## src/rtl/bigram_histogram_counter_unit_macros.svh

```systemverilog
// assertion helpers for the file that checks itself
`ifndef BIGRAM_HISTOGRAM_COUNTER_UNIT_MACROS_SVH
`define BIGRAM_HISTOGRAM_COUNTER_UNIT_MACROS_SVH

// same-cycle implication, sampled on clk, quiet during reset
`define BHCU_ASSERT_IMP(lbl, ante, cons, msg) \
    lbl: assert property (@(posedge clk) disable iff (!rst_n) (ante) |-> (cons)) \
        else $error(msg);

// next-cycle implication, sampled on clk, quiet during reset
`define BHCU_ASSERT_NEXT(lbl, ante, cons, msg) \
    lbl: assert property (@(posedge clk) disable iff (!rst_n) (ante) |=> (cons)) \
        else $error(msg);

`endif

```

## src/rtl/bhc_queue.sv

```systemverilog
module bhc_queue #(
    parameter int WIDTH = 8,
    parameter int DEPTH = 4,
    localparam int PW = $clog2(DEPTH),
    localparam int CW = $clog2(DEPTH + 1)
) (
    input  logic             clk,
    input  logic             rst_n,
    input  logic             push,
    input  logic [WIDTH-1:0] push_data,
    input  logic             pop,
    output logic [WIDTH-1:0] pop_data,
    output logic             full,
    output logic             empty,
    output logic [CW-1:0]    level
);

    logic [WIDTH-1:0] slot [DEPTH];
    logic [PW-1:0] wr_ptr_reg, wr_ptr_next;
    logic [PW-1:0] rd_ptr_reg, rd_ptr_next;
    logic [CW-1:0] level_reg, level_next;

    assign full     = (level_reg == CW'(DEPTH));
    assign empty    = (level_reg == '0);
    assign level    = level_reg;
    assign pop_data = slot[rd_ptr_reg];

    always_comb
    begin
        wr_ptr_next = push ? wr_ptr_reg + PW'(1) : wr_ptr_reg;
        rd_ptr_next = pop ? rd_ptr_reg + PW'(1) : rd_ptr_reg;
        level_next  = level_reg;
        if (push && !pop)
        begin
            level_next = level_reg + CW'(1);
        end
        else if (pop && !push)
        begin
            level_next = level_reg - CW'(1);
        end
    end

    always_ff @(posedge clk or negedge rst_n)
    begin
        if (!rst_n)
        begin
            wr_ptr_reg <= '0;
            rd_ptr_reg <= '0;
            level_reg  <= '0;
        end
        else
        begin
            wr_ptr_reg <= wr_ptr_next;
            rd_ptr_reg <= rd_ptr_next;
            level_reg  <= level_next;
        end
    end

    always_ff @(posedge clk)
    begin
        if (push)
        begin
            slot[wr_ptr_reg] <= push_data;
        end
    end

endmodule

```

## config.mk

```make
export PLATFORM = sky130hd
export DESIGN_NAME = bhc_queue
export DESIGN_NICKNAME = d
export VERILOG_FILES = /design/src/rtl/bigram_histogram_counter_unit_macros.svh /design/src/rtl/bhc_queue.sv
export SDC_FILE = /design/constraint.sdc
export NUM_CORES = 1
export LEC_CHECK = 0
export ABC_AREA = 1
export BUFFER_PORTS_ARGS = -buffer_cell sky130_fd_sc_hd__buf_2
export CORE_MARGIN = 3
export CORE_UTILIZATION = 25
export CTS_CLUSTER_DIAMETER = 200
export CTS_CLUSTER_SIZE = 20
export DETAILED_ROUTE_END_ITERATION = 7
export HOLD_SLACK_MARGIN = 0.02
export PLACE_DENSITY_LB_ADDON = 0.05
export RECOVER_POWER = 25
export SETUP_SLACK_MARGIN = 0.05
export SLEW_MARGIN = 20
export SYNTH_ARGS = -nofsm -noshare
export SYNTH_HDL_FRONTEND = slang
export SYNTH_SLANG_ARGS = --single-unit
```

## constraint.sdc

```tcl
create_clock -name clk -period 1.3 [get_ports clk]
set_input_delay 0.195 -clock clk [delete_from_list [all_inputs] [get_ports clk]]
set_output_delay 0.195 -clock clk [all_outputs]
set_load 0.005 [all_outputs]
```

# [Yosys cells after proc, flatten, opt, wreduce, memory -nomap -nowiden]
# Memory sizes are Yosys's and may differ from the RTL's.
# Cells that the tools add are included.
[classes] mux=4 n_addsub=4 eq_ne=1 reduce_logical=6
[ops] op="3-bit two-way mux" count=2
[ops] op="2-bit by 1-bit adder with 2-bit output (second input constant)" count=2
[ops] op="3-bit by 1-bit adder with 3-bit output (second input constant)" count=1
[ops] op="3-bit equality test (second input constant)" count=1
[ops] op="3-bit logical NOT" count=1
[ops] op="3-bit by 1-bit subtractor with 3-bit output (second input constant)" count=1
[ops] op="1-bit logical AND" count=2
[ops] op="1-bit logical NOT" count=2
[ops] op="1-bit two-way mux" count=2
[ops] op="2-bit nonzero test" count=1
[word_totals] register_bits=7 output_inout_bits=13 memories=1 ramBits=32
[memory_table] name="slot" words=4 width=8 rd=1 rd_ports_with_merged_regs=0 wr=1 line_no="bhc_queue.sv:18" source="logic [WIDTH-1:0] slot [DEPTH];"

# [Depth between registers and ports, before layout]
# Gate-level depths: netlist of run 1.
[logic_depth] word_depth=4 ltp_mapped=9 mapped_depth_nobuf=9

# [Least setup slack after synthesis of run 1]
# Ideal clock, no wire load.
[synth_path] path_kind="flip-flop to flip-flop" start="reg level_reg[0], in the netlist level[0]" end="reg level_reg[2], in the netlist level[2]" setup_slack_ns=0.081 stages_incl_launch_ff=6 required_time_ns=1.183 n_path_buf=0 period_less_slack_ns=1.219 t_arrival_ns=1.102 path_cell_list="dfrtp_1 fa_1 nand2_1 nand3_1 nand2_1 nand2_1"
[synth_between] elab_chain_cells=3 word_cells_on_any_way=4
[synth_rtl] item="from (decl)" line_no="bhc_queue.sv:21" source="logic [CW-1:0] level_reg, level_next;"
[synth_rtl] item="from (signal assigned)" line_no="bhc_queue.sv:55" source="level_reg <= level_next;"
[synth_rtl] item="3-bit by 1-bit subtractor with 3-bit output" line_no="bhc_queue.sv:39" source="level_next = level_reg - CW'(1);"
[synth_rtl] item="3-bit two-way mux" line_no="bhc_queue.sv:37" source="else if (pop && !push)"
[synth_rtl] item="3-bit two-way mux *" line_no="bhc_queue.sv:33" source="if (push && !pop)"
# Mark *: on every way between the ends. The rest lies on a longest branch, timed or not. The select of a mux whose other input is x is not followed.
# A chain may end at the register's enable or synchronous reset.

# [Worst setup path in the final report of run 1]
[layout_path] start="reg rd_ptr_reg[0]" end="out pop_data[5]"
[layout_between] elab_chain_cells=1
[layout_rtl] item="from (decl)" line_no="bhc_queue.sv:20" source="logic [PW-1:0] rd_ptr_reg, rd_ptr_next;"
[layout_rtl] item="from (signal assigned)" line_no="bhc_queue.sv:54" source="rd_ptr_reg <= rd_ptr_next;"
[layout_rtl] item="memory 4 x 8 bit"
[layout_rtl] item="to (decl)" line_no="bhc_queue.sv:12" source="output logic [WIDTH-1:0] pop_data,"
# Every way passes these cells.

==> results by group, run 1 <==
Floorplanning
  • Height of the die: 88.6 um
  • Core Box Area: 6490 um^2
  • Die footprint: 7850 um^2
  • Starting Density: 26.3%
  • Die Wd: 88.6 um
  • Total I/O pin count: 25
  • Num rows: 29

STA
  • Fin crit share: 113%
  • Fmax: a little under 0.7 GHz
  • Worst slew pin tran: 0.184 ns
  • Max-slew violation count: 0
  • Clk_skew: 0.00541 ns
  • Setup slack after layout: -0.168 ns
  • Count of final hold-check violations: 0
  • # setup viols final: 10
  • RSZ-0062 raised after global routing: true
  • Final min period: ~1.5 ns
  • Setup TNS: -1.16 ns
  • Worst relative slew slack: 87.8%

Drt
  • 1st-pass router iterations: 4
  • Post-DRT Antenna Nets: 0
  • Via Count: 1088
  • DRT iter0 DRCs: 20
  • Routed WL: 3340 um
  • Residual DRC: 0
  • Via-per-instance ratio: 4.17
  • Wire per inst: 12.8 um

Setup path
  • Worst R2R Path Depth: 5
  • Critical path peak fanout: 34
  • Launch point of the worst path: rd_ptr_reg[0]$_DFFE_PN0P_
  • R2R Setup Slk: between 0.1 and 0.15 ns
  • Worst endpoint data arrival time: ~1.3 ns
  • Crit-path cells: buf_12 > o211ai_1 > nand2_1 > buf_2
  • CP startpoint kind: flip-flop
  • Worst R2R Start: wr_ptr_reg[1]$_DFFE_PN0P_
  • Worst stage delay on the critical path: 0.40 ns
  • Setup Crit Path Kind: flip-flop to primary output
  • Worst path required time: 1.11 ns
  • Slowest cell on crit path: dfrtp_1
  • Kind of end point of the critical path: primary output
  • FF-to-FF End: slot[3][7]$_DFFE_PP_

Global route
  • Antenna violations before repair: 0
  • GR Overflow Total: 0
  • Met2 usage: ~18%
  • Largest net degree at the start of global routing: 35
  • Met1 usage: 10.6%
  • Met3 usage: 3.45%
  • Number of global-route vias before repair: ~1.1k
  • First-pass GRT wire length: approximately 5700 um
  • Most Crowded Layer GR: met2
  • GRT Total Usage: 9.93%

Yosys
  • Syn Std Cell Area: 1710 um^2
  • Cell count after synthesis: 141
  • Yosys warns: 0
  • Synth cell types: 18
  • Count leader, synth: nand2_1
  • Syn nets: 159
  • Commonest register cell after synthesis: edfxtp_1
  • Post-synth top area cell: edfxtp_1
  • Yosys top cell area share: 56.3%
  • FF+latch count, synth: 39
  • Synthesized area per cell: 12.1 um^2
  • Post-synth EDFFs: 32
  • Commonest cells post-synth: nand2_1 (37), edfxtp_1 (32), inv_1 (27)
  • Top area cells in the synthesized netlist: edfxtp_1 (56%), dfrtp_1 (10%), nand2_1 (8.1%)
  • Asr flop ratio synth: ~18%
  • Sequential-to-total area share from yosys stat: 66.6%

Status
  • Failing checks: setup timing
  • Status: complete, but fails checks

Hold path
  • Worst Hold Class: primary input to flip-flop
  • Hold path endpoint: slot[1][7]$_DFFE_PP_
  • Worst hold path cell count: 1
  • Hold wc startpoint: push_data[7]

Finish
  • Net count, final: 201
  • Final core occ: 33.8%
  • Fin cells: 261
  • Max reg flops: 32
  • Cell area after layout: 2200 um^2
  • Antenna cells: 0
  • Layout cells sized above 1: 26.6%
  • Area grow syn2layout: 28.7%

Clocking
  • Maximum buffer depth of the clock tree: 2
  • Reg clk slew, reported paths: 0.07 ns
  • CTS tree: done
  • Clock Latency Late Sink: approximately 0.29 ns
  • Inserted Clock Buffers: 5
  • Clock root buffer: clkbuf_8
  • Clock sink count: 39
  • Htree depth: 2

Job
  • Maxcap violations: 0

Pwr
  • Power Density: 2160 nW/um^2
  • Leakage: 0.957 nW
  • VDD IR max: 797 uV
  • Overall power: 0.00475 W

Placement
  • DP Area: 2020 um^2
  • RD Place Congestion: 0.715
  • Buffers on Ports: 24
  • Post-DP HPWL: 2280 um
  • Inst Count DP: approximately 250
-- through the flow --
step | worst slack (ns) | hold slack [ns]
finish | -0.168 | 0.130
global placement | 0.0120 | 0.0411
floorplan | 0.0806 | -0.101
CTS | -0.184 | 0.113
global route | -0.272 | 0.133
detailed placement | -0.0535 | 0.0496
-- layer usage --
layer  share of wire [%]  routed length, um
met1                  42               1420
met2                  51               1720
met3                 4.4                147
met4                 1.6                 55
met5                   0                  0
-- power by group --
| part | internal, W | switching [W] | total (W) |
|---|---|---|---|
| logic | 0.000950 | 0.000976 | 0.00193 |
| registers | 0.00167 | 0.000158 | 0.00183 |
| clock network | 0.000562 | 0.000427 | 0.000989 |
| total | 0.00318 | 0.00156 | 0.00475 |
-- worst max path at each step --
stage                                      end  slack [ns]  cells past startpoint
after floorplan           level[2]$_DFFE_PN0P_        0.08                      5
after global placement    level[2]$_DFFE_PN0P_        0.01                      9
after detailed placement  level[2]$_DFFE_PN0P_       -0.05                      9
after CTS                          pop_data[5]       -0.18                      4
after global routing               pop_data[5]       -0.27                      4
final                              pop_data[5]       -0.17                      4
-- final cells by class --
cell class                      instances  area, um^2
Fill cell                             659        4300
Tap cell                               77        96.3
Timing Repair Buffer                   41         322
Multi-Input combinational cell         68         427
Clock buffer                            5        68.8
Clock inverter                          3        38.8
Sequential cell                        39        1140
Inverter                               28         108
-- worst max-delay path: cells and delay by family, from the launching register on --
family | cells | cell delay (ns)
flip-flops | 1 | 0.40
buffers and inverters | 2 | 0.30
AO/OA/AOI/OAI | 1 | 0.19
AND/OR/NAND/NOR | 1 | 0.08
-- logic make-up after synthesis --
| family | count (synthesis) | synth area share, % |
|---|---|---|
| simple gates | 41 | 9.38 |
| flops | 39 | 66.6 |
| buf+inv | 34 | 9.53 |
| compound gates | 17 | 7.62 |
| fa+ha+maj | 6 | 4.84 |
| xor+xnor | 4 | 2.05 |
-- timing repair --
| item | 4_1_cts | 5_1_grt |
|---|---|---|
| pin swaps | 8 | 6 |
| hold buffers | 1 | 0 |
| setup buffers | 1 | 3 |
| resized for setup | 4 | 8 |
| setup endpoints to repair | 10 | 36 |
| hold endpoints to repair | 7 | 0 |
-- cell usage in the layout, fill, tap and decap left out, drive strengths merged --
cell type	Yosys	routed
nand4	1	1
buf	5	33
dfrtp	7	7
o211ai	16	16
clkinv	0	2
fa	1	1
ha	5	5
inv	28	28
dlygate4sd3	0	1
nor3	2	2
edfxtp	32	32
xnor2	1	1
bufinv	0	1
o21ai	1	1
nand2	37	37
xor2	3	3
clkbuf	1	12
nand3	1	1
(Power assumes the default switching activity.)
==> run 2, diff against run 1 <==
--- a/config.mk
+++ b/config.mk
@@ -14,7 +14,6 @@
 export DETAILED_ROUTE_END_ITERATION = 7
 export HOLD_SLACK_MARGIN = 0.02
 export PLACE_DENSITY_LB_ADDON = 0.05
-export RECOVER_POWER = 25
 export SETUP_SLACK_MARGIN = 0.05
 export SLEW_MARGIN = 20
 export SYNTH_ARGS = -nofsm -noshare
==> run 2 against run 1 <==
  * The flow still finishes with violations (setup timing)
  * Hold slack got worse by 0.0087 ns
  * Global-route usage did not move
  * Cell area rose by 0.40%
  * Sequential share of layout area fell by 0.21 points
  * Via count did not move
==> results by group, run 2 (synthesis gave the netlist of run 1 again) <==
Global route
  • Number of global-route vias before repair: 1148 (unchanged)
  • GRT Total Usage: 9.93% (unchanged)
  • Antenna violations before repair: 0 (unchanged)
  • First-pass GRT wire length: 5660 um (unchanged)
  • GR Overflow Total: 0 (unchanged)
  • Largest net degree at the start of global routing: 35 (unchanged)

Finish
  • Layout cells sized above 1: 30.4% (+3.8 points)
  • Max reg flops: 32 (unchanged)
  • Final core occ: 33.9% (+0.13 points)
  • Area grow syn2layout: 29.2%
  • Most common cell after layout, fill and taps aside: nand2_1
  • Most frequent cells in the layout: nand2_1 (37), edfxtp_1 (32), inv_1 (23), buf_2 (23), o211ai_1 (15)
  • Fillers: 655 (-0.61%)
  • Net count, final: 201 (unchanged)
  • Antenna cells: 0 (unchanged)

Floorplanning
  • Starting Density: 26.3% (unchanged)
  • Core Box Area: 6490 um^2 (unchanged)
  • Height of the die: 88.6 um (unchanged)
  • Total I/O pin count: 25 (unchanged)
  • Die footprint: 7850 um^2 (unchanged)
  • Die Wd: 88.6 um (unchanged)
  • Num rows: 29 (unchanged)

STA
  • Fin crit share: 113% (about the same)
  • Fmax: 0.681 GHz (about the same)
  • Final min period: 1.47 ns (+0.0000710 ns)
  • Worst slew pin tran: 0.184 ns (unchanged)
  • Max-slew violation count: 0 (unchanged)
  • Clk_skew: 0.00541 ns (unchanged)
  • Count of final hold-check violations: 0 (unchanged)
  • Worst hold slack: 0.121 ns (-0.00869 ns)
  • RSZ-0062 raised after global routing: true
  • Setup slack after layout: -0.168 ns (-0.0000710 ns)
  • Worst relative slew slack: 87.8% (unchanged)
  • Setup TNS: -1.16 ns (-0.000960 ns)
  • # setup viols final: 10 (unchanged)

Setup path
  • Kind of end point of the critical path: primary output
  • Critical path peak fanout: 34 (unchanged)
  • Worst endpoint data arrival time: 1.27 ns (about the same)
  • Worst R2R Start: wr_ptr_reg[1]$_DFFE_PN0P_
  • Slowest cell on crit path: dfrtp_1
  • Worst R2R Path Depth: 5 (unchanged)
  • Crit-path cells: buf_12 > o211ai_1 > nand2_1 > buf_2
  • Launch point of the worst path: rd_ptr_reg[0]$_DFFE_PN0P_
  • Worst stage delay on the critical path: 0.40 ns (about the same)
  • Worst path required time: 1.11 ns (about the same)
  • Setup Crit Path Kind: flip-flop to primary output
  • CP startpoint kind: flip-flop

Clocking
  • Reg clk slew, reported paths: 0.07 ns (about the same)
  • Clock Latency Late Sink: 0.29 ns (about the same)
  • CTS tree: done
  • Htree depth: 2 (unchanged)
  • Clock sink count: 39 (unchanged)
  • Clock root buffer: clkbuf_8
  • Inserted Clock Buffers: 5 (unchanged)
  • Maximum buffer depth of the clock tree: 2 (unchanged)

Hold path
  • Hold wc startpoint: push_data[4]
  • Worst hold path cell count: 1 (unchanged)
  • Worst Hold Class: primary input to flip-flop

Placement
  • Buffers on Ports: 24 (unchanged)
  • RD Place Congestion: 0.715 (unchanged)
  • Post-DP HPWL: 2280 um (unchanged)

Drt
  • Post-DRT Antenna Nets: 0 (unchanged)
  • 1st-pass router iterations: 4 (unchanged)
  • Routed WL: 3330 um (-0.15%)
  • Wire per inst: 12.8 um (-0.15%)
  • DRT iter0 DRCs: 21 (+5.0%)
  • Via-per-instance ratio: 4.17 (unchanged)
  • Via Count: 1088 (unchanged)
  • Residual DRC: 0 (unchanged)

Pwr
  • Sequential Power Share: 38.5% (about the same)
  • Sw frac: 32.9% (about the same)
  • Power Density: 2150 nW/um^2 (-0.33%)
  • Gate power share: 40.6% (about the same)
  • Leakage: 0.976 nW (+2.0%)
  • Net Sw Power: 0.00156 W (about the same)
  • VDD IR max: 797 uV (about the same)
  • Internal Power: 0.00319 W (about the same)
  • Clock power frac: 20.8% (about the same)

Job
  • Maxcap violations: 0 (unchanged)

Status
  • Status: complete, but fails checks
  • Failing checks: setup timing
## run 2: cell count changes in the layout (fill, tap and decap cells not counted)
| cell | change |
|---|---|
| clkbuf_1 | -7 |
| buf_2 | +7 |
## run 2: area by class of cell
cell class	instances	area (um^2)	share of cell area, %
clock inverter	3	38.8	1.76
inverter	28	108	4.88
timing repair buffer	41	330	15.0
multi-input combinational	68	427	19.4
sequential	39	1140	51.5
clock buffer	5	68.8	3.12
tap	77	96.3	4.37
## run 2: stage by stage
stage,setup WS (ns),total power (W),cell area [um^2],instances
2_1_floorplan,0.0806,0.00286,1710,141
3_3_place_gp,0.0120,0.00361,2020,248
3_5_place_dp,-0.0535,0.00364,2020,248
4_1_cts,-0.184,0.00472,2170,258
5_1_grt,-0.272,0.00516,2200,261
6_report,-0.168,0.00475,2200,261
## run 2: power by group through the flow
stage | clock network [W] | logic (W) | registers [W]
after detailed placement | 0 | 0.00179 | 0.00185
after global routing | 0.00108 | 0.00220 | 0.00187
after floorplan | 0 | 0.00104 | 0.00183
final | 0.000990 | 0.00193 | 0.00183
after global placement | 0 | 0.00176 | 0.00184
after CTS | 0.00102 | 0.00187 | 0.00183
## run 2: path summary, 6_finish.rpt
path,endpoint,slack [ns]
worst min register to register,level[2]$_DFFE_PN0P_,0.56
max in group asynchronous,rd_ptr_reg[1]$_DFFE_PN0P_,0.87
worst max-delay path,pop_data[5],-0.17
worst max register to register,slot[3][7]$_DFFE_PP_,0.11
min in group asynchronous,wr_ptr_reg[1]$_DFFE_PN0P_,0.26
worst min-delay path,slot[1][4]$_DFFE_PP_,0.12
## run 2: worst max-delay path, delay by kind of cell (launching register included)
family / cells / cell delay [ns]
DFF: 1 / 0.40
buffers and inverters: 2 / 0.30
AOI/OAI and AO/OA: 1 / 0.19
and+or+nand+nor: 1 / 0.08
## run 2: timing repair
action,4_1_cts,5_1_grt
hold buffers,1,0
pin swaps,8,6
buffers inserted,1,3
setup endpoints to repair,10,36
gates resized for setup,4,8
cloned,0,0
hold endpoints to repair,7,0
## run 2: metal layers
metal,share of wire [%],wire length [um],up-vias,global-route usage (%)
li1,-,-,549,-
met1,42,1410,514,10.6
met2,52,1720,19,17.9
met3,4.4,147,6,3.45
met4,1.7,55,0,3.71
met5,0,0,-,0
