--- config.mk ---
export PLATFORM = sky130hd
export DESIGN_NAME = bhc_front
export DESIGN_NICKNAME = d
export VERILOG_FILES = /design/src/rtl/bigram_histogram_counter_unit_macros.svh /design/src/rtl/bhc_pkg.sv /design/src/rtl/bhc_front.sv
export SDC_FILE = /design/constraint.sdc
export NUM_CORES = 1
export LEC_CHECK = 0
export BUFFER_PORTS_ARGS = -buffer_cell sky130_fd_sc_hd__clkbuf_2
export CAP_MARGIN = 0
export CORE_MARGIN = 2
export CORE_UTILIZATION = 45
export CTS_BUF_LIST = sky130_fd_sc_hd__clkbuf_8
export DETAILED_ROUTE_END_ITERATION = 10
export PLACE_DENSITY = 0.76
export SETUP_SLACK_MARGIN = 0.1
export SYNTH_ARGS = -nofsm -noshare
export SYNTH_HDL_FRONTEND = slang
export SYNTH_SLANG_ARGS = --single-unit
--- constraint.sdc ---
create_clock -name clk -period 3.8 [get_ports clk]
set_clock_uncertainty 0.15 [all_clocks]
set_input_delay 0.19 -clock clk [delete_from_list [all_inputs] [get_ports clk]]
set_output_delay 0.19 -clock clk [all_outputs]
set_load 0.02 [all_outputs]
--- src/rtl/bigram_histogram_counter_unit_macros.svh ---
// assertion helpers for the file that checks itself
`ifndef BIGRAM_HISTOGRAM_COUNTER_UNIT_MACROS_SVH
`define BIGRAM_HISTOGRAM_COUNTER_UNIT_MACROS_SVH

// same-cycle implication, sampled on clk, quiet during reset
`define BHCU_ASSERT_IMP(lbl, ante, cons, msg) \
    lbl: assert property (@(posedge clk) disable iff (!rst_n) (ante) |-> (cons)) \
        else $error(msg);

// next-cycle implication, sampled on clk, quiet during reset
`define BHCU_ASSERT_NEXT(lbl, ante, cons, msg) \
    lbl: assert property (@(posedge clk) disable iff (!rst_n) (ante) |=> (cons)) \
        else $error(msg);

`endif

--- src/rtl/bhc_pkg.sv ---
package bhc_pkg;

    localparam int MODE_W     = 2;
    localparam int BYTE_W     = 8;
    localparam int INDEX_W    = 6;
    localparam int ENTRY_W    = 32;
    localparam int ACTIVE_W   = 12;
    localparam int IN_TDATA_W = 24;
    localparam int OUT_TDATA_W = 48;

    localparam int OPQ_DEPTH  = 4;
    localparam int OUTQ_DEPTH = 4;

    localparam logic [MODE_W-1:0] MODE_COUNT = 2'd0;
    localparam logic [MODE_W-1:0] MODE_READ  = 2'd1;
    localparam logic [MODE_W-1:0] MODE_CLEAR = 2'd2;

    localparam logic [ACTIVE_W-1:0] ACTIVE_MAX = '1;

    localparam logic [BYTE_W-1:0] CHR_UPPER_A = 8'h41;
    localparam logic [BYTE_W-1:0] CHR_UPPER_Z = 8'h5A;
    localparam logic [BYTE_W-1:0] CHR_CASE_OFS = 8'h20;
    localparam logic [BYTE_W-1:0] CHR_LOWER_A = 8'h61;
    localparam logic [BYTE_W-1:0] CHR_LOWER_Z = 8'h7A;
    localparam logic [BYTE_W-1:0] CHR_LAT_LO_FIRST = 8'hE0;
    localparam logic [BYTE_W-1:0] CHR_LAT_LO_LAST  = 8'hF6;
    localparam logic [BYTE_W-1:0] CHR_LAT_HI_FIRST = 8'hF8;
    localparam logic [INDEX_W-1:0] IDX_LAT_LO_BASE = 6'd26;
    localparam logic [INDEX_W-1:0] IDX_LAT_HI_BASE = 6'd49;

    typedef enum logic [1:0] {
        OP_NOP,
        OP_COUNT,
        OP_READ,
        OP_CLEAR
    } op_kind_t;

    typedef struct packed {
        logic               ok;
        logic [INDEX_W-1:0] idx;
    } letter_t;

    // entry_count sits in the lowest bits
    typedef struct packed {
        logic                pair_counted;
        logic [ACTIVE_W-1:0] active_pairs;
        logic [ENTRY_W-1:0]  entry_count;
    } result_t;

    function automatic letter_t letter_index(input logic [BYTE_W-1:0] b);
        letter_t r;
        logic [BYTE_W-1:0] lc;
        lc = (b >= CHR_UPPER_A && b <= CHR_UPPER_Z) ? b + CHR_CASE_OFS : b;
        r.ok = 1'b1;
        r.idx = '0;
        if (lc >= CHR_LOWER_A && lc <= CHR_LOWER_Z)
        begin
            r.idx = INDEX_W'(lc - CHR_LOWER_A);
        end
        else if (lc >= CHR_LAT_LO_FIRST && lc <= CHR_LAT_LO_LAST)
        begin
            r.idx = INDEX_W'(lc - CHR_LAT_LO_FIRST) + IDX_LAT_LO_BASE;
        end
        else if (lc >= CHR_LAT_HI_FIRST)
        begin
            r.idx = INDEX_W'(lc - CHR_LAT_HI_FIRST) + IDX_LAT_HI_BASE;
        end
        else
        begin
            r.ok = 1'b0;
        end
        return r;
    endfunction

endpackage

--- src/rtl/bhc_front.sv ---
module bhc_front #(
    parameter int ALPHABET_SIZE = 57,
    localparam int AW = $clog2(ALPHABET_SIZE * ALPHABET_SIZE)
) (
    input  logic                         clk,
    input  logic                         rst_n,
    input  logic                         in_valid,
    output logic                         in_ready,
    input  logic [bhc_pkg::MODE_W-1:0]   mode,
    input  logic [bhc_pkg::BYTE_W-1:0]   char_byte,
    input  logic [bhc_pkg::INDEX_W-1:0]  read_row,
    input  logic [bhc_pkg::INDEX_W-1:0]  read_col,
    input  logic                         busy,
    input  logic                         q_full,
    output logic                         op_push,
    output bhc_pkg::op_kind_t            op_kind,
    output logic [AW-1:0]                op_addr
);

    logic          prev_valid_reg, prev_valid_next;
    logic [AW-1:0] prev_base_reg, prev_base_next;
    bhc_pkg::letter_t li;
    logic          cur_ok;
    logic          accept;

    assign in_ready = !q_full && !busy;
    assign accept   = in_valid && in_ready;
    assign op_push  = accept;

    always_comb
    begin
        li     = bhc_pkg::letter_index(char_byte);
        cur_ok = li.ok && (li.idx < ALPHABET_SIZE);
        prev_valid_next = prev_valid_reg;
        prev_base_next  = prev_base_reg;
        op_kind = bhc_pkg::OP_NOP;
        op_addr = prev_base_reg + AW'(li.idx);
        case (mode)
            bhc_pkg::MODE_COUNT:
            begin
                if (cur_ok)
                begin
                    op_kind = prev_valid_reg ? bhc_pkg::OP_COUNT : bhc_pkg::OP_NOP;
                    prev_valid_next = 1'b1;
                    // row base of the next pair, kept so the add is all that is left
                    prev_base_next  = AW'(li.idx) * AW'(ALPHABET_SIZE);
                end
                else
                begin
                    prev_valid_next = 1'b0;
                end
            end
            bhc_pkg::MODE_READ:
            begin
                op_addr = AW'(read_row) * AW'(ALPHABET_SIZE) + AW'(read_col);
                if (read_row < ALPHABET_SIZE && read_col < ALPHABET_SIZE)
                begin
                    op_kind = bhc_pkg::OP_READ;
                end
            end
            bhc_pkg::MODE_CLEAR:
            begin
                op_kind = bhc_pkg::OP_CLEAR;
                prev_valid_next = 1'b0;
                prev_base_next  = '0;
            end
            default:
            begin
                op_kind = bhc_pkg::OP_NOP;
            end
        endcase
    end

    always_ff @(posedge clk or negedge rst_n)
    begin
        if (!rst_n)
        begin
            prev_valid_reg <= 1'b0;
            prev_base_reg  <= '0;
        end
        else if (accept)
        begin
            prev_valid_reg <= prev_valid_next;
            prev_base_reg  <= prev_base_next;
        end
    end

endmodule

After elaboration in Yosys (flattened, before gate mapping)
Cells that the tools add are included.
Widths: inputs -> output; s select.
{"block": "totals", "wordCells": 54, "register_bits": 13, "in_bits": 27, "output_inout_bits": 16}
{"block": "classes", "eq_ne": 3, "n_mul": 2, "n_lt_le_gt_ge": 10, "n_mux": 16, "add_sub_neg": 8, "reduce_logical": 13}
{"operator": "$add 12x6->12", "n": 2}
{"operator": "$mul 6x6->12 const B", "n": 2}
{"operator": "$mux 12", "n": 2}
{"operator": "$pmux 12 s2", "n": 1}
{"operator": "$lt 6x6->1 const B", "n": 3}
{"operator": "$mux 6", "n": 3}
{"operator": "$sub 6x6->6 const B", "n": 3}
{"operator": "$ge 8x7->1 const B", "n": 2}
{"operator": "$ge 8x8->1 const B", "n": 2}
{"operator": "$le 8x7->1 const B", "n": 2}
{"operator": "$add 8x6->8 const B", "n": 1}
{"operator": "$le 8x8->1 const B", "n": 1}
{"operator": "$mux 8", "n": 1}
{"operator": "$logic_and 1x1->1", "n": 7}
{"operator": "$add 6x5->6 const B", "n": 1}
{"operator": "$add 6x6->6 const B", "n": 1}
{"operator": "$mux 1", "n": 6}
{"operator": "$pmux 2 s3", "n": 1}
{"operator": "$reduce_and 3->1", "n": 1}
{"operator": "$eq 2x1->1 const B", "n": 1}
{"operator": "$eq 2x2->1 const B", "n": 1}
{"operator": "$logic_not 1->1", "n": 2}
{"operator": "$logic_not 2->1", "n": 1}
{"operator": "$mux 2", "n": 1}
{"operator": "other kinds (4)", "n": 4}

Logic depth before layout (Yosys ltp)
Gate-level depths: netlist (run 1).
{"block": "logic_depth", "word_depth": 12, "ltp_mapped": 22, "depth_no_buf": 21}

Worst setup path after synthesis (run 1)
OpenSTA, ideal clock, no wires.
{"block": "synth_path", "kind": "input to register", "startpoint": "input char_byte[0] (netlist name)", "endpoint": "register prev_base_reg[11]", "setup_slack_ns": -1.363, "n_path_buf": 0, "path_stages": 20, "t_required_ns": 3.534, "t_arrival_ns": 4.897, "setup_ns": 0.116, "cell_sequence": "inv_1 -> ha_1 -> or4b_4 -> o211a_1 -> a21o_1 -> a21o_2 -> o221ai_1 -> fa_1 -> fa_1 -> ha_1 -> ha_1 -> inv_1 -> fa_1 -> nor2b_1 -> o21a_1 -> o21ai_0 -> nand2b_1 -> a21oi_1 -> xnor2_1 -> o311ai_0"}
{"block": "synth_via", "elab_chain_cells": 12, "elab_cells_between_ends": 30}
{"item": "start: declaration", "line_no": "bhc_front.sv:10", "source": "input logic [bhc_pkg::BYTE_W-1:0] char_byte,"}
{"item": "$ge 8x7->1 or $le 8x7->1 (tied branches)", "line_no": "bhc_pkg.sv:53", "source": "lc = (b >= CHR_UPPER_A && b <= CHR_UPPER_Z) ? b + CHR_CASE_OFS : b;"}
{"item": "$logic_and 1x1->1", "line_no": "bhc_pkg.sv:53"}
{"item": "$mux 8 (*)", "line_no": "bhc_pkg.sv:53"}
{"item": "parallel branches: the longest is 9 deep, another holds $mul 6x6->12"}
{"item": "end signal: assignment", "line_no": "bhc_front.sv:84", "source": "prev_base_reg <= prev_base_next;"}
{"item": "end: declaration", "line_no": "bhc_front.sv:21", "source": "logic [AW-1:0] prev_base_reg, prev_base_next;"}
Every way passes the cells marked *. The select of a mux whose other input is x is not followed.
A chain may end at the register's enable or synchronous reset.

Final worst setup path (run 1)
{"block": "layout_path", "startpoint": "input char_byte[0] (netlist name)", "endpoint": "register prev_base_reg[9]"}
The elaborated chain is that of the path after synthesis.

==> results.sh, run 1 <==
export IMPL_clock_sinks=13
export IMPL_fin_crit_ps=4680
export IMPL_synth_edff_count=0
export IMPL_core_area_mm2=0.00718
export IMPL_setup_ws_ps=-885
export IMPL_crit_top_cell="ha_4"
export IMPL_cts_root_buf="clkbuf_8"
export IMPL_grt_setup_unrepaired="yes"
export IMPL_wl_per_cell_um=16.7
export IMPL_synthCells=385
export IMPL_drt_iter0_drc=215
export IMPL_cp_slowest_cell="fa_1"
export IMPL_hold_viol_final=0
export IMPL_finalNonFillerCells=631
export IMPL_max_freq_ghz=0.213
export IMPL_synth_common_cells="80 x ha_1, 40 x inv_1, 29 x nand2_1, 21 x o21ai_0, 18 x nor2_1"
export IMPL_grt_max_degree=19
export IMPL_yosysMostFrequentCell="ha_1"
export IMPL_drc_errors=0
export IMPL_power_leakage_nw=2.56
export IMPL_first_pass_iters=6
export IMPL_vias=3524
export IMPL_io_pins=43
export IMPL_drt_total_wl_um=10600
export IMPL_row_count=31
export IMPL_status="complete, but fails checks"
export IMPL_io_buffer_count=42
export IMPL_setup_viol=16
export IMPL_synth_warnings=0
export IMPL_grt_pass1_wl_um=16000
export IMPL_power_density_mw_per_mm2=302
export IMPL_clk_path_buf_depth=2
export IMPL_synth_async_reset_ratio=1.00
export IMPL_holdCritPathClass="in -> async"
export IMPL_synth_cell_type_count=63
export IMPL_areaGrowthSynthToFinish_pct=53.8
export IMPL_synth_top_area_share=0.303
export IMPL_cts_tree="yes"
export IMPL_grt_pass1_vias=3560
export IMPL_synth_area_leaders="ha_1 30%, dfrtp_1 9.8%, fa_1 9.7%, inv_1 4.5%, xnor2_1 3.7%"
export IMPL_syn_cell_area_mm2=0.00331
export IMPL_slew_viol_final=0
export IMPL_placedInstanceArea_mm2=0.00434
export IMPL_finalCritPeriodShare=1.23
export IMPL_die_h_um=89.7
export IMPL_worst_slew_pin_slew_ps=1140
export IMPL_antenna_left=0
export IMPL_clk_pin_slew_worst_paths_ps=60
export IMPL_synth_seq_area_share=0.0983
export IMPL_clk_latency_ps=250
export IMPL_endpoint_kind="register"
export IMPL_crit_chain="buf_6 -> clkinvlp_4 -> ha_4 -> or4b_4 -> o211a_1 -> a21o_1 -> a21o_4 -> buf_12 -> mux2i_4 -> fa_1 -> fa_1 -> ha_4 -> ha_4 -> inv_2 -> fa_2 -> nor2b_1 -> o21a_1 -> or3_1 -> nand2_1 -> nor2_1 -> a221o_1"
export IMPL_synth_flop_cell="dfrtp_1"
export IMPL_yosys_register_bits=13
export IMPL_critPathBufInv=4
export IMPL_largest_register_ffs=12
export IMPL_antenna_found_initial=0
export IMPL_gr_total_overflow=0
export IMPL_dpl_cell_count=593
export IMPL_cp_required_ps=3790
export IMPL_syn_area_per_cell_um2=8.59
export IMPL_die_width_um=89.7
export IMPL_peakVddDrop_uv=118
export IMPL_final_util=0.709
export IMPL_diodes=0
export IMPL_power_mw=1.54
export IMPL_final_nets=656
export IMPL_max_slew_margin=0.241
export IMPL_dieArea_mm2=0.00805
export IMPL_start_util=0.461
export IMPL_drv_cap=0
export IMPL_cp_slowest_stage_delay_ps=560
export IMPL_grtUsageTotal=0.234
export IMPL_place_congestion=0.900
export IMPL_yosys_area_top_type="ha_1"
export IMPL_start_kind="primary input"
export IMPL_h_tree_depth=1
export IMPL_syn_nets=508
export IMPL_worstPathMaxFanout=5
export IMPL_worstSetupPathType="in -> reg"
export IMPL_crit_arrival_ps=4670
export IMPL_drive_gt1_frac=0.447
export IMPL_cts_made_buffers=3
export IMPL_final_area_mm2=0.00509
export IMPL_violations="negative setup slack"
export IMPL_viasPerCell=5.58
export IMPL_dp_hpwl_um=7050
export IMPL_place_ws_ps=-1050
export IMPL_crit_family="adder cells"
[power breakdown]
part	leakage, nW	total (mW)	internal (mW)	switching (mW)
clock network	0.0255	0.127	0.0727	0.0547
registers	0.127	0.171	0.152	0.0188
logic	2.41	1.24	0.617	0.621
total	2.56	1.54	0.842	0.694
[layer usage]
| metal | GRT usage | up-vias | share of wire |
|---|---|---|---|
| met5 | 0 | - | 0 |
| met4 | 0.0705 | 0 | 0.035 |
| met3 | 0.0101 | 36 | 0.033 |
| met2 | 0.486 | 124 | 0.57 |
| met1 | 0.249 | 1696 | 0.36 |
| li1 | - | 1668 | - |
[cells by family after synthesis]
| family | after synthesis | synth area share |
|---|---|---|
| AO/OA/AOI/OAI | 108 | 0.227 |
| XOR/XNOR | 23 | 0.0609 |
| adder cells (fa/ha/maj) | 96 | 0.399 |
| buffers and inverters | 49 | 0.0628 |
| flip-flops | 13 | 0.0983 |
| multiplexers | 3 | 0.00908 |
| AND/OR/NAND/NOR | 93 | 0.143 |
[layout make-up]
type	instances	area (um^2)
well taps	99	124
fillers	505	2090
inverters	40	154
repair buffers	152	1220
clock buffers	3	41.3
clock inverters	1	5.00
flip-flops and latches	13	325
multi-input cells	323	3220
[cells in the final DEF (no fill, tap or decap), drive strengths merged, types with 11 or more instances in the layout]
cell,instances
buf,118
ha,80
a21oi,17
dfrtp,13
nand2,29
fa,16
nor2,18
a21o,11
xnor2,14
inv,39
clkbuf,36
o21ai,31
[timing repair]
action                                 CTS  global route
resized for setup                       31            67
setup endpoints to repair               16            24
setup buffers                           24            22
endpoints found under the hold margin   13             0
pin swaps                               30            42
gates cloned                             0             1
hold buffers                             1             0
[through the flow]
| step | TNS (ps) | hold slack [ps] |
|---|---|---|
| floorplan | -4000 | -256 |
| global placement | -7150 | -51.1 |
| detailed placement | -8300 | -46.5 |
| CTS | -8830 | 227 |
| global route | -10660 | 265 |
| finish | -8330 | 225 |
[worst paths after layout]
kind	start	end	slack, ps	cells past startpoint
setup / recovery	char_byte[0]	prev_base_reg[9]	-880	21
hold / removal	rst_n	prev_valid_reg	220	2
setup reg to reg	prev_base_reg[9]	prev_base_reg[9]	2680	2
hold reg to reg	prev_valid_reg	prev_valid_reg	340	2
max in group asynchronous	rst_n	prev_base_reg[1]	3020	2
min in group clk	mode[1]	prev_base_reg[6]	260	2
No activity file was read; power rests on OpenSTA's default activity.
==> run 2, diff against run 1 <==
RECOVER_POWER = 50   (was not set)
==> run 2 against run 1 <==
The run still ends with negative setup slack left; utilization about the same; die area unchanged; hold slack improved by 32 ps; sequential share of layout area about the same; power about the same; worst setup slack got worse by 1.2 ps; critical path depth unchanged; final cell count unchanged; global-route usage unchanged; via count decreased by 0.45%; critical path type unchanged.
==> results.sh, run 2 (synthesis results as in run 1) <==
export IMPL_status="complete, but fails checks"
export IMPL_violations="negative setup slack"
export IMPL_final_nets=656
export IMPL_crit_top_cell="ha_4"
export IMPL_internal_power_uw=842
export IMPL_crit_arrival_ps=4670
export IMPL_dieArea_mm2=0.00805
export IMPL_row_count=31
export IMPL_worst_slew_pin_slew_ps=1180
export IMPL_io_buffer_count=42
export IMPL_crit_family="adder cells"
export IMPL_critPathBufInv=4
export IMPL_die_width_um=89.7
export IMPL_peakVddDrop_uv=118
export IMPL_start_kind="primary input"
export IMPL_max_freq_ghz=0.213
export IMPL_antenna_left=0
export IMPL_cp_depth=21
export IMPL_wl_per_cell_um=16.8
export IMPL_p_seq_frac=0.111
export IMPL_power_density_mw_per_mm2=302
export IMPL_clkPwrFrac=0.083
export IMPL_grtUsageTotal=0.234
export IMPL_cts_root_buf="clkbuf_8"
export IMPL_h_tree_depth=1
export IMPL_setup_ws_ps=-886
export IMPL_worstSetupPathType="in -> reg"
export IMPL_grt_pass1_vias=3560
export IMPL_power_switching_uw=696
export IMPL_drv_cap=0
export IMPL_cp_slowest_stage_delay_ps=560
export IMPL_largest_register_ffs=12
export IMPL_clock_sinks=13
export IMPL_cp_slowest_cell="fa_1"
export IMPL_cp_required_ps=3790
export IMPL_slew_viol_final=0
export IMPL_grt_max_degree=19
export IMPL_core_area_mm2=0.00718
export IMPL_areaGrowthSynthToFinish_pct=53.7
export IMPL_worstPathMaxFanout=5
export IMPL_cts_tree="yes"
export IMPL_grt_setup_unrepaired="yes"
export IMPL_drc_errors=0
export IMPL_power_leakage_nw=2.56
export IMPL_clk_pin_slew_worst_paths_ps=60
export IMPL_crit_chain="buf_6 -> clkinvlp_4 -> ha_4 -> or4b_4 -> o211a_1 -> a21o_1 -> a21o_4 -> buf_12 -> mux2i_4 -> fa_1 -> fa_1 -> ha_4 -> ha_4 -> inv_2 -> fa_2 -> nor2b_1 -> o21a_1 -> or3_1 -> nand2_1 -> nor2_1 -> a221o_1"
export IMPL_final_common_cell="buf_4"
export IMPL_gr_total_overflow=0
export IMPL_hold_viol_final=0
export IMPL_antenna_found_initial=0
export IMPL_clk_latency_ps=250
export IMPL_grt_pass1_wl_um=16000
export IMPL_drive_gt1_frac=0.445
export IMPL_finalNonFillerCells=631
export IMPL_first_pass_iters=5
export IMPL_drt_iter0_drc=215
export IMPL_diodes=0
export IMPL_combPwrFrac=0.806
export IMPL_dpl_cell_count=593
export IMPL_cts_made_buffers=3
export IMPL_io_pins=43
export IMPL_reg2reg_depth=2
export IMPL_holdCritPathClass="in -> reg"
export IMPL_final_cell_mix="95 x buf_4, 68 x ha_1, 34 x inv_1"
export IMPL_start_util=0.461
export IMPL_viasPerCell=5.56
export IMPL_endpoint_kind="register"
export IMPL_drt_total_wl_um=10600
export IMPL_fin_crit_ps=4690
export IMPL_hold_depth=2
export IMPL_finalCritPeriodShare=1.23
export IMPL_place_congestion=0.900
export IMPL_setup_viol=16
export IMPL_whs_ps=257
export IMPL_clk_path_buf_depth=2
export IMPL_sw_frac_of_total=0.452
export IMPL_dp_hpwl_um=7050
export IMPL_max_slew_margin=0.210
export IMPL_power_mw=1.54
export IMPL_vias=3508
export IMPL_die_h_um=89.7
[run 2: cell counts in the layout (fill, tap and decap cells not counted)]
No cell type changed its count.
[run 2: power groups by stage]
stage | combinational (mW) | sequential, mW | clock, mW
4_1_cts | 1.10 | 0.168 | 0.126
2_1_floorplan | 0.671 | 0.165 | 0
6_report | 1.24 | 0.171 | 0.128
5_1_grt | 1.34 | 0.173 | 0.131
3_3_place_gp | 0.967 | 0.168 | 0
3_5_place_dp | 1.01 | 0.169 | 0
[run 2: cell type report]
| cell class | count | area, um^2 |
|---|---|---|
| Clock buffer | 3 | 41.3 |
| Clock inverter | 1 | 5.00 |
| Fill cell | 506 | 2090 |
| Inverter | 40 | 154 |
| Multi-Input combinational cell | 323 | 3220 |
| Sequential cell | 13 | 325 |
| Tap cell | 99 | 124 |
| Timing Repair Buffer | 152 | 1220 |
[run 2: per-stage QoR]
stage	setup TNS, ps	util	worst slack, ps	instance area, um^2
after global placement	-7150	0.605	-976	4340
after detailed placement	-8300	0.605	-1050	4340
after global routing	-10660	0.709	-1030	5090
after floorplan	-4000	-	-856	3490
after CTS	-8830	0.660	-764	4730
final	-8330	0.709	-886	5090
[run 2: path summary, 6_finish.rpt]
path                                   from               end  slack [ps]
setup / recovery               char_byte[0]  prev_base_reg[9]        -890
hold / removal                      mode[1]  prev_base_reg[6]         260
setup reg to reg           prev_base_reg[9]  prev_base_reg[9]        2680
hold reg to reg              prev_valid_reg    prev_valid_reg         340
max in group asynchronous             rst_n  prev_base_reg[1]        2670
min in group asynchronous             rst_n    prev_valid_reg         360
[run 2: metal layers]
metal  global-route usage  vias to the layer above  part of all wire
li1                     -                     1668                 -
met1                0.249                     1685              0.36
met2                0.486                      121              0.57
met3               0.0101                       34             0.035
met4               0.0705                        0             0.034
met5                    0                        -                 0
[run 2: repair_timing]
action,4_1_cts,5_1_grt
buffers inserted,24,22
setup endpoints to repair,16,24
endpoints found under the hold margin,13,0
hold buffers,1,0
pin swaps,30,42
cloned,0,1
resized for setup,31,67
